`config.mk`:
```
export PLATFORM = sky130hd
export DESIGN_NAME = text_word_extractor
export DESIGN_NICKNAME = d
export VERILOG_FILES = /design/src/hw/rtl/twe_pkg.sv /design/src/hw/rtl/twe_ram.sv /design/src/hw/rtl/twe_job_fifo.sv /design/src/hw/rtl/twe_front.sv /design/src/hw/rtl/twe_back.sv /design/src/hw/rtl/text_word_extractor.sv
export VERILOG_INCLUDE_DIRS = /design/src /design/src/hw/rtl
export SDC_FILE = /design/constraint.sdc
export NUM_CORES = 1
export LEC_CHECK = 0
export ABC_AREA = 1
export BUFFER_PORTS_ARGS = -buffer_cell sky130_fd_sc_hd__buf_4
export CORE_ASPECT_RATIO = 0.7
export CORE_MARGIN = 4
export CORE_UTILIZATION = 52
export CTS_BUF_LIST = sky130_fd_sc_hd__clkbuf_16
export CTS_CLUSTER_SIZE = 20
export DETAILED_ROUTE_END_ITERATION = 8
export GPL_TIMING_DRIVEN = 1
export PLACE_DENSITY = 0.69
export SYNTH_ARGS = -nofsm -noshare
export SYNTH_HDL_FRONTEND = slang
export SYNTH_HIERARCHICAL = 1
export SYNTH_SLANG_ARGS = --single-unit
```
`constraint.sdc`:
```
create_clock -name clk -period 3.75 [get_ports clk]
set_input_delay 0.75 -clock clk [delete_from_list [all_inputs] [get_ports clk]]
set_output_delay 0.75 -clock clk [all_outputs]
set_load 0.03 [all_outputs]
```
`src/hw/rtl/text_word_extractor_defines.svh`:
```
// Assertion macros shared by the word extractor modules.
`ifndef TEXT_WORD_EXTRACTOR_DEFINES_SVH
`define TEXT_WORD_EXTRACTOR_DEFINES_SVH

// Same-cycle implication, checked on every clk edge outside reset.
`define TWE_ASSERT_SAME(label, ante, cons, msg) \
  label: assert property (@(posedge clk) disable iff (rst) (ante) |-> (cons)) \
    else $error(msg);

// Next-cycle implication, checked on every clk edge outside reset.
`define TWE_ASSERT_NEXT(label, ante, cons, msg) \
  label: assert property (@(posedge clk) disable iff (rst) (ante) |=> (cons)) \
    else $error(msg);

`endif

```
`src/hw/rtl/twe_pkg.sv`:
```
// Shared constants, byte classifier and types for the word extractor.
`timescale 1ns / 1ps
package twe_pkg;

  // Longest stored word and derived widths (two word buffers in one RAM)
  localparam int WORD_MAX  = 63;
  localparam int IDX_W     = $clog2(WORD_MAX + 1);
  localparam int ADDR_W    = IDX_W + 1;
  localparam int RAM_DEPTH = 2 ** ADDR_W;

  // Character codes
  localparam logic [7:0] CH_NL    = 8'h0A;
  localparam logic [7:0] CH_BS    = 8'h08;
  localparam logic [7:0] CH_AMP   = 8'h26;
  localparam logic [7:0] CH_APOS  = 8'h27;
  localparam logic [7:0] CH_COMMA = 8'h2C;
  localparam logic [7:0] CH_DOT   = 8'h2E;
  localparam logic [7:0] CH_D0    = 8'h30;
  localparam logic [7:0] CH_D9    = 8'h39;
  localparam logic [7:0] CH_COLON = 8'h3A;
  localparam logic [7:0] CH_SEMI  = 8'h3B;
  localparam logic [7:0] CH_QUEST = 8'h3F;
  localparam logic [7:0] CH_UA    = 8'h41;
  localparam logic [7:0] CH_UZ    = 8'h5A;
  localparam logic [7:0] CH_LA    = 8'h61;
  localparam logic [7:0] CH_LZ    = 8'h7A;

  typedef logic [2:0] cls_t;

  // Byte classes
  localparam cls_t CLS_SPECIAL = 3'd0;
  localparam cls_t CLS_APOS    = 3'd1;
  localparam cls_t CLS_PUNCT   = 3'd2;
  localparam cls_t CLS_DIGIT   = 3'd3;
  localparam cls_t CLS_LETTER  = 3'd4;

  // Letter tally saturates here
  localparam logic [1:0] TALLY_MIN = 2'd2;

  function automatic cls_t byte_class(input logic [7:0] b);
    cls_t c;
    if ((b >= CH_LA && b <= CH_LZ) || (b >= CH_UA && b <= CH_UZ)) begin
      c = CLS_LETTER;
    end else if (b >= CH_D0 && b <= CH_D9) begin
      c = CLS_DIGIT;
    end else if (b == CH_APOS || b == CH_AMP || b == CH_BS) begin
      c = CLS_APOS;
    end else if (b == CH_DOT || b == CH_COMMA || b == CH_SEMI ||
                 b == CH_QUEST || b == CH_COLON) begin
      c = CLS_PUNCT;
    end else begin
      c = CLS_SPECIAL;
    end
    return c;
  endfunction

  // Trailing bytes dropped from a word (backspace is kept)
  function automatic logic is_strippable(input logic [7:0] b);
    return (b == CH_APOS) || (b == CH_AMP) || (byte_class(b) == CLS_PUNCT);
  endfunction

  // A finished word waiting for emission
  typedef struct packed {
    logic             bank;
    logic [IDX_W-1:0] keep;
    logic             cut;
  } job_t;

  // Back end releases a word buffer
  typedef struct packed {
    logic valid;
    logic bank;
  } done_t;

  // One result word
  typedef struct packed {
    logic [7:0] data;
    logic       word_end;
    logic       word_cut;
  } res_t;

endpackage

```
`src/hw/rtl/twe_ram.sv`:
```
// Generic single-write, single-read RAM with registered read data.
`timescale 1ns / 1ps
module twe_ram #(
  parameter int WIDTH = 8,
  parameter int DEPTH = 128
) (
  input  logic                     clk,
  input  logic                     we,
  input  logic [$clog2(DEPTH)-1:0] waddr,
  input  logic [WIDTH-1:0]         wdata,
  input  logic                     re,
  input  logic [$clog2(DEPTH)-1:0] raddr,
  output logic [WIDTH-1:0]         rdata
);

  logic [WIDTH-1:0] mem [DEPTH];

  always_ff @(posedge clk) begin
    if (we) begin
      mem[waddr] <= wdata;
    end
    if (re) begin
      rdata <= mem[raddr];
    end
  end

endmodule

```
`src/hw/rtl/twe_job_fifo.sv`:
```
// Two-entry queue of finished words between the front and back ends.
`timescale 1ns / 1ps
module twe_job_fifo (
  input  logic          clk,
  input  logic          rst,
  input  logic          push,
  input  twe_pkg::job_t wdata,
  output logic          full,
  output logic          valid,
  output twe_pkg::job_t rdata,
  input  logic          pop
);

  twe_pkg::job_t mem [2];
  logic          wptr;
  logic          rptr;
  logic [1:0]    cnt;

  assign full  = (cnt == 2'd2);
  assign valid = (cnt != 2'd0);
  assign rdata = mem[rptr];

  // pointers and fill count
  always_ff @(posedge clk) begin
    if (rst) begin
      wptr <= 1'b0;
      rptr <= 1'b0;
      cnt  <= 2'd0;
    end else begin
      if (push) wptr <= ~wptr;
      if (pop)  rptr <= ~rptr;
      cnt <= cnt + {1'b0, push} - {1'b0, pop};
    end
  end

  // payload
  always_ff @(posedge clk) begin
    if (push) begin
      mem[wptr] <= wdata;
    end
  end

endmodule

```
`src/hw/rtl/twe_front.sv`:
```
// Front end: classifies input bytes, fills a word buffer, hands off words.
`timescale 1ns / 1ps
`include "text_word_extractor_defines.svh"
module twe_front (
  input  logic                       clk,
  input  logic                       rst,
  input  logic                       push,
  input  logic [7:0]                 text_byte,
  output logic                       full,
  output logic                       job_push,
  output twe_pkg::job_t              job,
  input  logic                       job_full,
  input  twe_pkg::done_t             done,
  output logic                       ram_we,
  output logic [twe_pkg::ADDR_W-1:0] ram_waddr,
  output logic [7:0]                 ram_wdata
);

  logic                      cur_bank;
  logic [1:0]                bank_busy;
  logic [twe_pkg::IDX_W-1:0] stored_len;
  logic [twe_pkg::IDX_W-1:0] keep_len;
  logic [1:0]                letter_tally;
  logic                      inside_word;
  logic                      overflowed;

  logic                      accept;
  twe_pkg::cls_t             cls;
  logic                      is_word;
  logic                      is_letter;
  logic                      store_ok;
  logic                      extend;
  logic                      close;
  logic [twe_pkg::IDX_W-1:0] len_inc;

  // stall while the current buffer still drains or the queue is full
  assign full   = bank_busy[cur_bank] | job_full;
  assign accept = push & ~full;

  // classify
  assign cls       = twe_pkg::byte_class(text_byte);
  assign is_letter = (cls == twe_pkg::CLS_LETTER);
  assign is_word   = is_letter | (cls == twe_pkg::CLS_DIGIT);
  assign store_ok  = (stored_len < twe_pkg::IDX_W'(twe_pkg::WORD_MAX));
  assign len_inc   = stored_len + twe_pkg::IDX_W'(1);

  // open or grow a word; a special byte closes it
  assign extend = accept & (inside_word ? (cls != twe_pkg::CLS_SPECIAL) : is_word);
  assign close  = accept & inside_word & (cls == twe_pkg::CLS_SPECIAL);

  assign ram_we    = extend & store_ok;
  assign ram_waddr = {cur_bank, stored_len};
  assign ram_wdata = text_byte;

  // only words with at least two letters go to the back end
  assign job_push = close & (letter_tally == twe_pkg::TALLY_MIN);
  assign job.bank = cur_bank;
  assign job.keep = keep_len;
  assign job.cut  = overflowed;

  always_ff @(posedge clk) begin
    if (rst) begin
      cur_bank     <= 1'b0;
      bank_busy    <= 2'b00;
      stored_len   <= '0;
      keep_len     <= '0;
      letter_tally <= 2'd0;
      inside_word  <= 1'b0;
      overflowed   <= 1'b0;
    end else begin
      if (done.valid) begin
        bank_busy[done.bank] <= 1'b0;
      end
      if (close) begin
        inside_word  <= 1'b0;
        stored_len   <= '0;
        keep_len     <= '0;
        letter_tally <= 2'd0;
        overflowed   <= 1'b0;
        if (job_push) begin
          bank_busy[cur_bank] <= 1'b1;
          cur_bank            <= ~cur_bank;
        end
      end else if (extend) begin
        inside_word <= 1'b1;
        if (is_letter && letter_tally != twe_pkg::TALLY_MIN) begin
          letter_tally <= letter_tally + 2'd1;
        end
        if (store_ok) begin
          stored_len <= len_inc;
          if (!twe_pkg::is_strippable(text_byte)) begin
            keep_len <= len_inc;
          end
        end else begin
          overflowed <= 1'b1;
        end
      end
    end
  end

  `TWE_ASSERT_SAME(a_push_room, job_push, !job_full, "word handed off to a full queue")
  `TWE_ASSERT_SAME(a_wr_free, ram_we, !bank_busy[cur_bank], "write into a draining buffer")
  `TWE_ASSERT_SAME(a_len_order, 1'b1,
                   keep_len <= stored_len && stored_len <= twe_pkg::IDX_W'(twe_pkg::WORD_MAX),
                   "word length bookkeeping out of range")

endmodule

```
`src/hw/rtl/twe_back.sv`:
```
// Back end: reads finished words from the buffer and queues result words.
`timescale 1ns / 1ps
`include "text_word_extractor_defines.svh"
module twe_back (
  input  logic                       clk,
  input  logic                       rst,
  input  logic                       job_valid,
  input  twe_pkg::job_t              job_head,
  output logic                       job_pop,
  output twe_pkg::done_t             done,
  output logic                       ram_re,
  output logic [twe_pkg::ADDR_W-1:0] ram_raddr,
  input  logic [7:0]                 ram_rdata,
  output logic                       empty,
  input  logic                       pop,
  output twe_pkg::res_t              head
);

  logic [twe_pkg::IDX_W-1:0] rd_idx;
  logic                      pend;
  logic                      pend_end;
  logic                      pend_cut;
  twe_pkg::res_t             ofifo [2];
  logic                      wptr;
  logic                      rptr;
  logic [1:0]                ocnt;

  logic                      pop_fire;
  logic [1:0]                credit;
  logic                      issue;
  logic                      issue_end;
  twe_pkg::res_t             wr_res;

  assign empty    = (ocnt == 2'd0);
  assign pop_fire = pop & ~empty;
  assign head     = ofifo[rptr];

  // slots held or in flight after this cycle's pop
  assign credit    = ocnt + {1'b0, pend} - {1'b0, pop_fire};
  assign issue     = job_valid & (credit < 2'd2);
  assign issue_end = issue & (rd_idx == job_head.keep);

  assign ram_re    = issue & ~issue_end;
  assign ram_raddr = {job_head.bank, rd_idx};

  assign job_pop    = issue_end;
  assign done.valid = issue_end;
  assign done.bank  = job_head.bank;

  // result from the read in flight: stored byte or the closing newline
  always_comb begin
    if (pend_end) begin
      wr_res.data     = twe_pkg::CH_NL;
      wr_res.word_end = 1'b1;
      wr_res.word_cut = pend_cut;
    end else begin
      wr_res.data     = ram_rdata;
      wr_res.word_end = 1'b0;
      wr_res.word_cut = 1'b0;
    end
  end

  // read sequencer and result queue control
  always_ff @(posedge clk) begin
    if (rst) begin
      rd_idx <= '0;
      pend   <= 1'b0;
      wptr   <= 1'b0;
      rptr   <= 1'b0;
      ocnt   <= 2'd0;
    end else begin
      if (issue) begin
        rd_idx <= issue_end ? '0 : rd_idx + twe_pkg::IDX_W'(1);
      end
      pend <= issue;
      if (pend)     wptr <= ~wptr;
      if (pop_fire) rptr <= ~rptr;
      ocnt <= ocnt + {1'b0, pend} - {1'b0, pop_fire};
    end
  end

  // payload
  always_ff @(posedge clk) begin
    pend_end <= issue_end;
    pend_cut <= job_head.cut;
    if (pend) begin
      ofifo[wptr] <= wr_res;
    end
  end

  `TWE_ASSERT_SAME(a_credit, 1'b1, ocnt + {1'b0, pend} <= 2'd2, "result queue overcommitted")
  `TWE_ASSERT_NEXT(a_landed, pend, ocnt != 2'd0, "read result lost")
  `TWE_ASSERT_SAME(a_idx, job_valid, rd_idx <= job_head.keep, "read index past word end")

endmodule

```
`src/hw/rtl/text_word_extractor.sv`:
```
// Top level of the text word extractor.
`timescale 1ns / 1ps
// Splits a byte stream into words that open with a letter or digit and
// emits each word holding at least two letters as one byte per result
// word, trailing apostrophes, ampersands and punctuation removed, followed
// by a newline word with word_end set (word_cut set if the word ran past
// 63 bytes). Input takes one byte per cycle; a word is stored in one of two
// buffers in a shared RAM while the back end emits the previous one at one
// result per cycle while results are popped, so a word of n kept bytes leaves
// as n+1 results. Input stalls only when both buffers hold words still
// waiting to be emitted. A closed word is queued, read from RAM, then emitted.
module text_word_extractor (
  input  logic       clk,
  input  logic       rst,
  input  logic       push,
  output logic       full,
  input  logic [7:0] text_byte,
  output logic       empty,
  input  logic       pop,
  output logic [7:0] out_byte,
  output logic       word_end,
  output logic       word_cut
);

  logic                       job_push;
  twe_pkg::job_t              job_in;
  logic                       job_full;
  logic                       job_valid;
  twe_pkg::job_t              job_head;
  logic                       job_pop;
  twe_pkg::done_t             done;
  logic                       ram_we;
  logic [twe_pkg::ADDR_W-1:0] ram_waddr;
  logic [7:0]                 ram_wdata;
  logic                       ram_re;
  logic [twe_pkg::ADDR_W-1:0] ram_raddr;
  logic [7:0]                 ram_rdata;
  twe_pkg::res_t              res_head;

  // classify and store
  twe_front u_front (
    .clk       (clk),
    .rst       (rst),
    .push      (push),
    .text_byte (text_byte),
    .full      (full),
    .job_push  (job_push),
    .job       (job_in),
    .job_full  (job_full),
    .done      (done),
    .ram_we    (ram_we),
    .ram_waddr (ram_waddr),
    .ram_wdata (ram_wdata)
  );

  // finished words
  twe_job_fifo u_jobs (
    .clk   (clk),
    .rst   (rst),
    .push  (job_push),
    .wdata (job_in),
    .full  (job_full),
    .valid (job_valid),
    .rdata (job_head),
    .pop   (job_pop)
  );

  // two word buffers
  twe_ram #(
    .WIDTH (8),
    .DEPTH (twe_pkg::RAM_DEPTH)
  ) u_store (
    .clk   (clk),
    .we    (ram_we),
    .waddr (ram_waddr),
    .wdata (ram_wdata),
    .re    (ram_re),
    .raddr (ram_raddr),
    .rdata (ram_rdata)
  );

  // emit words
  twe_back u_back (
    .clk       (clk),
    .rst       (rst),
    .job_valid (job_valid),
    .job_head  (job_head),
    .job_pop   (job_pop),
    .done      (done),
    .ram_re    (ram_re),
    .ram_raddr (ram_raddr),
    .ram_rdata (ram_rdata),
    .empty     (empty),
    .pop       (pop),
    .head      (res_head)
  );

  assign out_byte = res_head.data;
  assign word_end = res_head.word_end;
  assign word_cut = res_head.word_cut;

endmodule
```
**Word-level counts from Yosys, hierarchy flattened**

Memories as Yosys holds them, arrays and structs flattened. A register that Yosys moved wholly into a read port is not among the register bits.
Cells that the tools add are included.
Widths: inputs -> output; s select.

- Add/subtract/negate cells: 7
- Order comparisons: 12
- Equal/unequal tests: 15
- Mux-type cells: 31
- Bitwise logic cells: 25
- Reductions and logical operators: 24

Operators with widths:

| cell | count |
|---|---|
| $eq 8x6->1 const B | 7 |
| $mux 3 | 7 |
| $ge 8x7->1 const B | 2 |
| $le 8x7->1 const B | 2 |
| $mux 1 | 15 |
| $add 6x1->6 const B | 2 |
| $and 1x1->1 | 10 |
| $mux 10 | 1 |
| $mux 2 | 5 |
| $not 1->1 | 10 |
| $eq 8x4->1 const B | 1 |
| $ge 8x6->1 const B | 1 |
| $le 8x6->1 const B | 1 |
| $logic_or 1x1->1 | 8 |
| $reduce_and 2->1 | 4 |
| $eq 3x2->1 const B | 2 |
| $eq 6x6->1 | 1 |
| $logic_and 1x1->1 | 6 |
| $lt 6x6->1 const B | 1 |
| $mux 6 | 1 |
| $add 2x1->2 | 2 |
| $eq 2x2->1 const B | 2 |
| $lt 1x2->1 const B | 2 |
| $sub 2x1->2 | 2 |
| 16 further kinds | 19 |

- Register bits after elaboration: 36
- RAM bits: 1,060
- Output and inout port bits: 12
- Word-level logic and storage cells: 134
- Memories kept: 3

Memory list:

| name | depth | width | read ports | clocked after Yosys merged registers in | write ports | line | RTL |
|---|---|---|---|---|---|---|---|
| u_store.mem | 128 | 8 | 1 | 1 | 1 | twe_ram.sv:16 | `logic [WIDTH-1:0] mem [DEPTH];` |
| u_back.ofifo | 2 | 10 | 1 | 1 | 1 | twe_back.sv:23 | `twe_pkg::res_t ofifo [2];` |
| u_jobs.mem | 2 | 8 | 1 | 1 | 1 | twe_job_fifo.sv:14 | `twe_pkg::job_t mem [2];` |

**Depth between registers and ports, before layout**

Gate-level depths: netlist (run 1).

- Word-level depth: 20
- Depth in mapped cells: 20

**By module**

Netlist (run 1), hierarchy kept.

By module, submodules not included:

| module | instances | cells an instance | area an instance (µm²) | seq. area each (µm²) |
|---|---|---|---|---|
| twe_ram | 1 | 3,575 | 42,184.2 | 30,989.7 |
| twe_back | 1 | 173 | 1,657.8 | 880.8 |
| twe_front | 1 | 212 | 1,335.0 | 380.4 |
| twe_job_fifo | 1 | 56 | 835.8 | 580.6 |

**Least setup slack after synthesis (run 1)**

No wires, ideal clock.

- Path type: input port to flip-flop
- Start point: in text_byte[7]
- End point: mem u_store.mem[105][0] (enable)
- Arrival time: 2.610 ns
- Required time: 3.380 ns
- Path slack: 0.770 ns
- Stages: 13
- Path buffers: 2
- Cell sequence: nor2_2 > nand2_1 > nor2_2 > nor2_2 > nand2_4 > nand2_4 > nand2_4 > nand3_4 > inv_2 > clkbuf_1 > nand2_1 > clkbuf_1 > nor2_1

- Longest elaborated chain between the ends: 16
- Elaborated cells on any way between the ends: 37

RTL lines:

| element | line | RTL |
|---|---|---|
| from (decl) | text_word_extractor.sv:17 | `input logic [7:0] text_byte,` |
| $eq 8x6->1 | twe_pkg.sv:48 | `end else if (b == CH_DOT \|\| b == CH_COMMA \|\| b == CH_SEMI \|\|` |
| $logic_or 1x1->1 (3 in series) | twe_pkg.sv:48 |  |
| $logic_or 1x1->1 | twe_pkg.sv:49 | `b == CH_QUEST \|\| b == CH_COLON) begin` |
| $mux 2 | twe_pkg.sv:48 |  |
| $mux 3 | twe_pkg.sv:46 | `end else if (b == CH_APOS \|\| b == CH_AMP \|\| b == CH_BS) begin` |
| $mux 3 | twe_pkg.sv:44 | `end else if (b >= CH_D0 && b <= CH_D9) begin` |
| $mux 3 (*) | twe_pkg.sv:42 | `if ((b >= CH_LA && b <= CH_LZ) \|\| (b >= CH_UA && b <= CH_UZ)) begin` |
| $eq 3x3->1 / $eq 3x2->1 (equally long branches) | twe_front.sv:42, twe_front.sv:43 |  |
| $or 1x1->1 | twe_front.sv:43 | `assign is_word = is_letter \| (cls == twe_pkg::CLS_DIGIT);` |
| $mux 1 (*) | twe_front.sv:48 | `assign extend = accept & (inside_word ? (cls != twe_pkg::CLS_SPECIAL) : is_word);` |
| $and 1x1->1 (*) | twe_front.sv:48 |  |
| $and 1x1->1 (*) | twe_front.sv:51 | `assign ram_we = extend & store_ok;` |
| named net ram_we | text_word_extractor.sv:32 | `logic ram_we;` |
| $mux 1 (*) | twe_ram.sv:19 | `if (we) begin` |
| $mux 1 (implied by the code) (*) | twe_ram.sv:20 | `mem[waddr] <= wdata;` |
| to (decl) | twe_ram.sv:16 |  |

The timed path passes the listed nets; every way through them passes the cells marked *.

**Final worst setup path (run 1)**

- Start point: reg u_front.cur_bank
- End point: mem u_store.mem[76][3] (enable)

- Longest elaborated chain between the ends: 9

RTL lines:

| element | line | RTL |
|---|---|---|
| from (decl) | twe_front.sv:19 | `logic cur_bank;` |
| from (signal assigned) | twe_front.sv:82 | `cur_bank <= ~cur_bank;` |
| $mux 1 (implied by the code) (2 in series) | twe_front.sv:37 | `assign full = bank_busy[cur_bank] \| job_full;` |
| $or 1x1->1 | twe_front.sv:37 |  |
| $not 1->1 | twe_front.sv:38 | `assign accept = push & ~full;` |
| $and 1x1->1 | twe_front.sv:38 |  |
| $and 1x1->1 | twe_front.sv:48 |  |
| $and 1x1->1 | twe_front.sv:51 |  |
| named net ram_we | text_word_extractor.sv:32 |  |
| $mux 1 | twe_ram.sv:19 |  |
| $mux 1 (implied by the code) | twe_ram.sv:20 |  |

The timed path passes the listed nets, and every way through them passes these cells. The select of a mux whose other input is x is not followed.

==> impl_results.md, run 1 <==
- First-pass GRT wire length: between 150 and 200 mm
- Initial antenna violation count: 1
- Most frequent cells in the layout: 1,305 x nand2_1, 1,068 x edfxtp_1, 951 x nand3_1, 195 x nor2_1, 116 x inv_1
- Synth warn: 6
- Largest family of logic cells by synthesized area: simple AND/OR/NAND/NOR gates
- Worst EP required: approximately 4.1 ns
- Largest net degree at the start of global routing: 234
- Worst VDD drop: 0.381 mV
- Adder and majority gate portion of the synthesized area: less than 1%
- GPL Wtd Cong: 0.923
- Worst setup EP type: flip-flop
- Die ar.: between 90,000 and 100,000 µm²
- Xor and xnor fraction of the mapped netlist area: less than 1%
- Post-CTS sizing: 0
- RSZ-0062 raised after global routing: no
- Core area: 86,900 µm²
- Most used routing layer in global routing: met1
- Clock slew at reported path FFs: 0.06 ns
- P_leak: 17.9 nW
- Root buf cell: clkbuf_16
- Area Growth Syn to Fin: 9.28%
- Cts bufs inserted: 97
- # Max-Cap Violations: 0
- Worst path top cell family by delay: simple AND/OR/NAND/NOR gates
- Simple logic cell fraction of the synthesized area: 23.5%
- Post-route setup TNS: 0 ns
- GRT Overall Usage: between 20% and 30%
- Post-Syn Area: 46,000 µm²
- Vias: 30.3k
- Clk Latency, worst-skew pair: 0.70 ns
- Final Cycle Share: around 80%
- Pwr dens: 488 nW/µm²
- Number of global-route vias before repair: 28.4k
- Mux share of post-synthesis cell area: 0.506%
- CP most frequent cell: inv_2
- Met3 Track Usage GR: 8.09%
- Die Ht: 257 µm
- Setup repair bufs after CTS: 0
- Nets: between 3k and 4k
- Layout cells sized above 1: 8.01%
- Grt total ovfl: 0
- Crit start category: flip-flop
- Relative slew slack: 28.2%
- Worst reg-to-reg setup slack: 0.79 ns
- Final min period: 2.96 ns
- Vias per cell: 5.82
- CTS Sinks: 1,106
- Worst-margin pin slew: 1.08 ns
- Row cnt: 90
- Syn_nets: between 4k and 5k
- Detail Route Antenna Nets: 0
- Worst path cell trace: inv_1, nand2_1, nand4_1, inv_2, nand3_4, inv_2, nand3_1, nor2_1
- Avg Cell Area, Syn: approximately 11 µm²
- Design Area, Final: 50,300 µm²
- DRC Markers: 0
- Fmax achieved: 338 MHz
- Post-CTS Hold Fix Bufs: 0
- Met2 usage: 34.7%
- WP data arrival: around 3.3 ns
- Slowest CP cell: nor2_1
- Die Wd: 364 µm
- Register area share after synthesis: 71.4%
- HPWL Detailed: a little under 70 mm
- GR Util met1: ~38%
- Placed cell area: 47,000 µm²
- CTS H-tree depth: 3
- Compound-Gate Fraction of Synth Area: 0.253%
- Synth Instances: 4,016
- First DRT Iteration DRCs: 4,338
- Buffers added on ports: 23
- Commonest non-fill, non-tap cell in the layout: nand2_1
- Unique masters post-synth: 35
- Crit-path max cell delay: slightly below 0.7 ns
- DR pass1 iterations: 6
- Clock Tree Buf Depth: 3
- #FFs+latches synth: approximately 1.1k
- CP Max Fanout: 12
- Outcome: finished, final reports clean
- Initial core utilization: 52.9%
- Final Max Tran Viols: 0
- Clock Skew: approximately 0.028 ns
- Count of final setup violators: 0
- CP Class: flip-flop to flip-flop
- Bufs and invs on worst path: 3
- Fin. Hold Viols: 0
- # IOs: 24
- Total wire length: 117 mm
- Worst hold path class: input port to flip-flop
- CTS tree: built
- N_diodes: 0
- Routed wire length per instance: ~23 µm
==> registers in the layout (all words and copies together) (netlist names), 6 cells and up, named ones only <==
| signal | flops |
|---|---|
| u_back/ofifo | 20 |
| u_back/rd_idx | 6 |
| u_front/keep_len | 6 |
| u_front/stored_len | 6 |
| u_jobs/mem | 16 |
| u_store/mem | 1024 |
| u_store/rdata | 8 |
==> per-layer routing <==
| layer | vias to the layer above | part of all wire, % |
|---|---|---|
| met5 | - | 0.090 |
| met4 | 4 | 2.4 |
| met3 | 207 | 13 |
| met2 | 1632 | 42 |
| met1 | 14600 | 42 |
| li1 | 13900 | - |
==> path summary, 6_finish.rpt <==
| path | startpoint | to | depth (start not counted) |
|---|---|---|---|
| setup / recovery | u_front/cur_bank$_SDFFE_PP0P_ | u_store/mem[76][3]$_DFFE_PP_ | 8 |
| hold / removal | text_byte[1] | u_store/mem[76][1]$_DFFE_PP_ | 1 |
| setup reg to reg | u_front/cur_bank$_SDFFE_PP0P_ | u_store/mem[76][3]$_DFFE_PP_ | 8 |
| hold reg to reg | u_front/keep_len[0]$_SDFFE_PP0P_ | u_jobs/mem[0][1]$_DFFE_PP_ | 0 |
==> where the power goes <==
| group | internal (W) | total (W) | switching [W] | leakage [nW] |
|---|---|---|---|---|
| logic | 0.000113 | 0.000571 | 0.000458 | 6.29 |
| clock network | 0.00598 | 0.0104 | 0.00443 | 1.68 |
| registers | 0.0135 | 0.0136 | 0.0000273 | 9.92 |
| total | 0.0196 | 0.0246 | 0.00492 | 17.9 |
==> metrics by stage <==
stage | utilization, % | power, W | worst slack [ns] | hold slack [ns] | cells
floorplan | - | 0.0141 | 0.770 | 0.424 | 4016
global placement | 54.0 | 0.0144 | 0.380 | 0.438 | 5027
detailed placement | 54.0 | 0.0144 | 0.310 | 0.439 | 5027
CTS | 57.8 | 0.0247 | 0.840 | 0.287 | 5206
global route | 57.8 | 0.0253 | 0.596 | 0.322 | 5206
finish | 57.8 | 0.0246 | 0.793 | 0.333 | 5206
==> worst register-to-register path, delay by kind of cell, from the launching register on <==
kind	cells	cell delay (ns)
flops	1	0.50
buf+inv	3	0.59
simple gates	5	1.49
==> final cells by class <==
cell class / instances / area, µm²
multi-input combinational: 2553 / 11300
clock inverter: 78 / 790
timing repair buffer: 110 / 951
sequential: 1106 / 32800
tap: 1150 / 1440
fill: 6961 / 36700
inverter: 108 / 432
clock buffer: 101 / 2530
==> logic make-up (layout without fill, tap and decap cells) <==
logic type / count (synthesis) / after routing
mux: 18 / 18
xor+xnor: 5 / 5
flops: 1106 / 1106
buf+inv: 357 / 397
simple gates: 2505 / 2505
fa+ha+maj: 7 / 7
compound gates: 18 / 18
==> Yosys cell counts (all sizes together) <==
master / instances / share of area [%]
nand2: 1316 / 11
edfxtp: 1068 / 70
nand3: 958 / 11
buf: 214 / 2.9
nor2: 210 / 1.8
inv: 107 / 0.89
dfxtp: 38 / 1.7
clkbuf: 35 / 0.29
mux2: 18 / 0.51
a21oi: 13 / 0.17
nor3: 12 / 0.13
ha: 7 / 0.19
nand4: 5 / 0.068
o21ai: 5 / 0.079
xor2: 4 / 0.076
nand3b: 2 / 0.033
or2: 2 / 0.027
clkinv: 1 / 0.0081
xnor2: 1 / 0.019
Note: power is estimated with default switching activity, not from simulation.
==> inputs of run 2 (changes only) <==
--- a/config.mk
+++ b/config.mk
@@ -6,7 +6,7 @@
 export SDC_FILE = /design/constraint.sdc
 export NUM_CORES = 1
 export LEC_CHECK = 0
-export ABC_AREA = 1
+export ABC_AREA = 0
 export BUFFER_PORTS_ARGS = -buffer_cell sky130_fd_sc_hd__buf_4
 export CORE_ASPECT_RATIO = 0.7
 export CORE_MARGIN = 4
@@ -15,7 +15,7 @@
 export CTS_CLUSTER_SIZE = 20
 export DETAILED_ROUTE_END_ITERATION = 8
 export GPL_TIMING_DRIVEN = 1
-export PLACE_DENSITY = 0.69
+export PLACE_DENSITY = 0.72
 export SYNTH_ARGS = -nofsm -noshare
 export SYNTH_HDL_FRONTEND = slang
 export SYNTH_HIERARCHICAL = 1
==> constraint.sdc (replaced) <==
create_clock -name clk -period 2.5 [get_ports clk]
set_input_delay 0.5 -clock clk [delete_from_list [all_inputs] [get_ports clk]]
set_output_delay 0.5 -clock clk [all_outputs]
set_load 0.03 [all_outputs]
==> impl_results.md, run 2 <==
- Post-Syn Area: 43,300 µm² (-6.0%)
- GRT Overall Usage: 23.0% (-1.9 points)
- DRC Markers: 0 (unchanged)
- Worst-margin pin slew: 1.11 ns (+0.0310 ns)
- R2r startpoint: u_back/rd_idx[0]$_SDFFE_PP0P_
- Int Power: 0.0286 W (+46%)
- Nets: 2,219 (-44%)
- Worst hold path class: input port to flip-flop
- Logic pwr share: 2.3% (about the same)
- Vias per cell: 6.37 (+9.5%)
- Die ar.: 88,000 µm² (-5.8%)
- RSZ-0062 raised after global routing: yes
- Avg Cell Area, Syn: 22.3 µm² (+94%)
- Pwr dens: 701 nW/µm² (+43%)
- Row cnt: 88 (-2.2%)
- Top cell type's share of synthesized area: 74.1% (+4.4 points)
- Register area share after synthesis: 75.9% (+4.5 points)
- Crit start category: flip-flop
- DR pass1 iterations: 5 (-1)
- Initial antenna violation count: 7 (+6)
- Grt total ovfl: 0 (unchanged)
- First DRT Iteration DRCs: 3,216 (-26%)
- Fmax achieved: 324 MHz (-4.3%)
- CP Max Fanout: 12 (unchanged)
- Relative slew slack: 26.2% (-2.1 points)
- Post-CTS Hold Fix Bufs: 0 (unchanged)
- Placed cell area: 47,400 µm² (+0.84%)
- Commonest non-fill, non-tap cell in the layout: edfxtp_1
- Worst setup EP type: flip-flop
- # Max-Cap Violations: 0 (unchanged)
- Final Max Tran Viols: 0 (unchanged)
- Initial core utilization: 52.5% (-0.46 points)
- Worst EP required: 2.88 ns (-1.18 ns)
- Largest regs: u_store/mem: 1024 flops, u_back/ofifo: 20 flops, u_jobs/mem: 16 flops
- Outcome: finished, violations left
- Clk Latency, worst-skew pair: 0.66 ns (-0.04 ns)
- CTS tree: built
- Buffers added on ports: 23 (unchanged)
- Most frequent cells in the layout: 1,068 x edfxtp_1, 336 x mux4_2, 201 x buf_4, 108 x clkbuf_16, 82 x nor2_4
- CTS Sinks: 1,106 (unchanged)
- Root buf cell: clkbuf_16
- GPL Wtd Cong: 0.842 (-8.8%)
- Top FF cell, synth: edfxtp_1
- First-pass GRT wire length: 148 mm (-15%)
- CP Class: flip-flop to flip-flop
- Net Switching: 0.00706 W (+43%)
- Biggest register: u_store/mem
- Post-synth top cells: 1,068 x edfxtp_1, 336 x mux4_2, 145 x nor2_1
- Die Wd: 353 µm (-3.0%)
- Hold path start: rst
- Synth warn: 6 (unchanged)
- Cts bufs inserted: 97 (unchanged)
- Number of global-route vias before repair: 21.2k (-26%)
- Unique masters post-synth: 58 (+66%)
- Async SR Flop Fraction: 0% (unchanged)
- Final Cycle Share: 124% (+45 points)
- Detail Route Antenna Nets: 0 (unchanged)
- HPWL Detailed: 64.5 mm (-6.8%)
- N_diodes: 0 (unchanged)
- Failing checks: setup timing
- #FFs+latches synth: 1,106 (unchanged)
- WP data arrival: 3.47 ns (+0.20 ns)
- Synth area leader: edfxtp_1
- Routed wire length per instance: 30.1 µm (+33%)
- DP Worst Slack: -0.643 ns (-0.953 ns)
- Clock Skew: 0.0284 ns (+0.000851 ns)
- Total wire length: 101 mm (-14%)
- Largest net degree at the start of global routing: 94 (-60%)
- Design Area, Final: 50,900 µm² (+1.2%)
- Register share of total power: 57.1% (+1.8 points)
- Largest register FFs: 1,024 (unchanged)
- Synth Instances: 1,942 (-52%)
- # IOs: 24 (unchanged)
- Fin. Hold Viols: 0 (unchanged)
- Synth top area cells: edfxtp_1 74%, mux4_2 17%, dfxtp_1 1.8%, nor2_1 1.3%, mux2_2 0.49%
- Clock network power share: 40.6% (-1.8 points)
- Core area: 82,500 µm² (-5.1%)
- Final setup margin: -0.590 ns (-1.38 ns)
- Count of final setup violators: 8 (+8)
- Vias: 21.4k (-29%)
- Area Growth Syn to Fin: 17.6%
- Sw frac: 19.8% (-0.23 points)
- EDFF count, synth: 1,068 (unchanged)
- Clock slew at reported path FFs: 0.07 ns (about the same)
- Die Ht: 249 µm (-2.9%)
- CP startpoint: u_back/rd_idx[0]$_SDFFE_PP0P_
- P_leak: 15.6 nW (-13%)
- CTS H-tree depth: 3 (unchanged)
- Worst VDD drop: 0.538 mV (+41%)
- Final min period: 3.09 ns (+0.133 ns)
- Most frequent cell after synthesis: edfxtp_1
- Clock Tree Buf Depth: 3 (unchanged)
- Syn_nets: 1,961 (-51%)
- Layout cells sized above 1: 39.1% (+31 points)
-- run 2: changes by cell type after synthesis, sizes merged, moves of 6 or more --
cell,delta
mux4,+336
clkbuf,+13
buf,-150
o211ai,+6
mux2,+9
nand2,-1294
nand3,-937
xnor2,+14
nor2b,+21
inv,-94
nor2,-65
-- run 2: cells by family after synthesis --
logic type	after synthesis	synth area share, %
AO/OA/AOI/OAI	51	0.876
XOR/XNOR	21	0.492
adder cells (fa/ha/maj)	7	0.202
buffers and inverters	125	1.39
flip-flops	1106	75.9
multiplexers	366	18.3
AND/OR/NAND/NOR	266	2.90
-- run 2: metal layers --
metal  global-route usage [%]  vias up  wire length (µm)
li1                         -     8692                 -
met1                     35.9    11300             41600
met2                     33.3     1291             45100
met3                     6.16      138             12200
met4                     4.85        2              2120
met5                        0        -                13
-- run 2: through the flow --
| stage | power [W] | util [%] | TNS [ns] | hold slack [ns] | cells |
|---|---|---|---|---|---|
| after CTS | 0.0359 | 61.3 | -4.33 | 0.154 | 3344 |
| after global placement | 0.0215 | 57.4 | -547.32 | 0.442 | 3160 |
| final | 0.0357 | 61.7 | -4.31 | 0.184 | 3356 |
| after detailed placement | 0.0216 | 57.4 | -577.59 | 0.448 | 3160 |
| after global routing | 0.0368 | 61.7 | -4.66 | 0.181 | 3356 |
| after floorplan | 0.0212 | - | -443.17 | 0.425 | 1942 |
-- run 2: worst paths after layout --
kind,end,slack (ns),cells past startpoint
setup / recovery,u_store/rdata[3]$_DFFE_PP_,-0.59,7
hold / removal,u_back/rd_idx[1]$_SDFFE_PP0P_,0.18,2
setup reg to reg,u_store/rdata[3]$_DFFE_PP_,-0.59,7
hold reg to reg,u_jobs/mem[1][6]$_DFFE_PP_,0.47,0
-- run 2: critical path, cell delays in order (launching register included) --
cell and delay, ns:
dfxtp_4 0.38, buf_12 0.15, buf_6 0.19, buf_12 0.18, mux4_2 0.56, mux4_2 0.54, mux4_2 0.48, mux2_2 0.33
-- run 2: cell type report --
cell class	count	area (µm²)
inverters	13	48.8
clock buffers	101	2530
well taps	1080	1350
fillers	5410	31600
clock inverters	74	536
multi-input cells	711	10700
flip-flops and latches	1106	32800
repair buffers	271	2900
-- run 2: timing repair --
item,4_1_cts,5_1_grt
endpoints found under the setup margin,173,143
hold endpoints to repair,0,0
setup buffers,9,5
gates resized for setup,11,17
pin swaps,5,5
gates cloned,0,7
-- run 2: power by group through the flow --
| stage | clock [W] | combinational, W | sequential [W] |
|---|---|---|---|
| floorplan | 0 | 0.000465 | 0.0207 |
| global placement | 0 | 0.000790 | 0.0207 |
| detailed placement | 0 | 0.000824 | 0.0207 |
| CTS | 0.0147 | 0.000824 | 0.0203 |
| global route | 0.0156 | 0.000890 | 0.0203 |
| finish | 0.0145 | 0.000828 | 0.0203 |
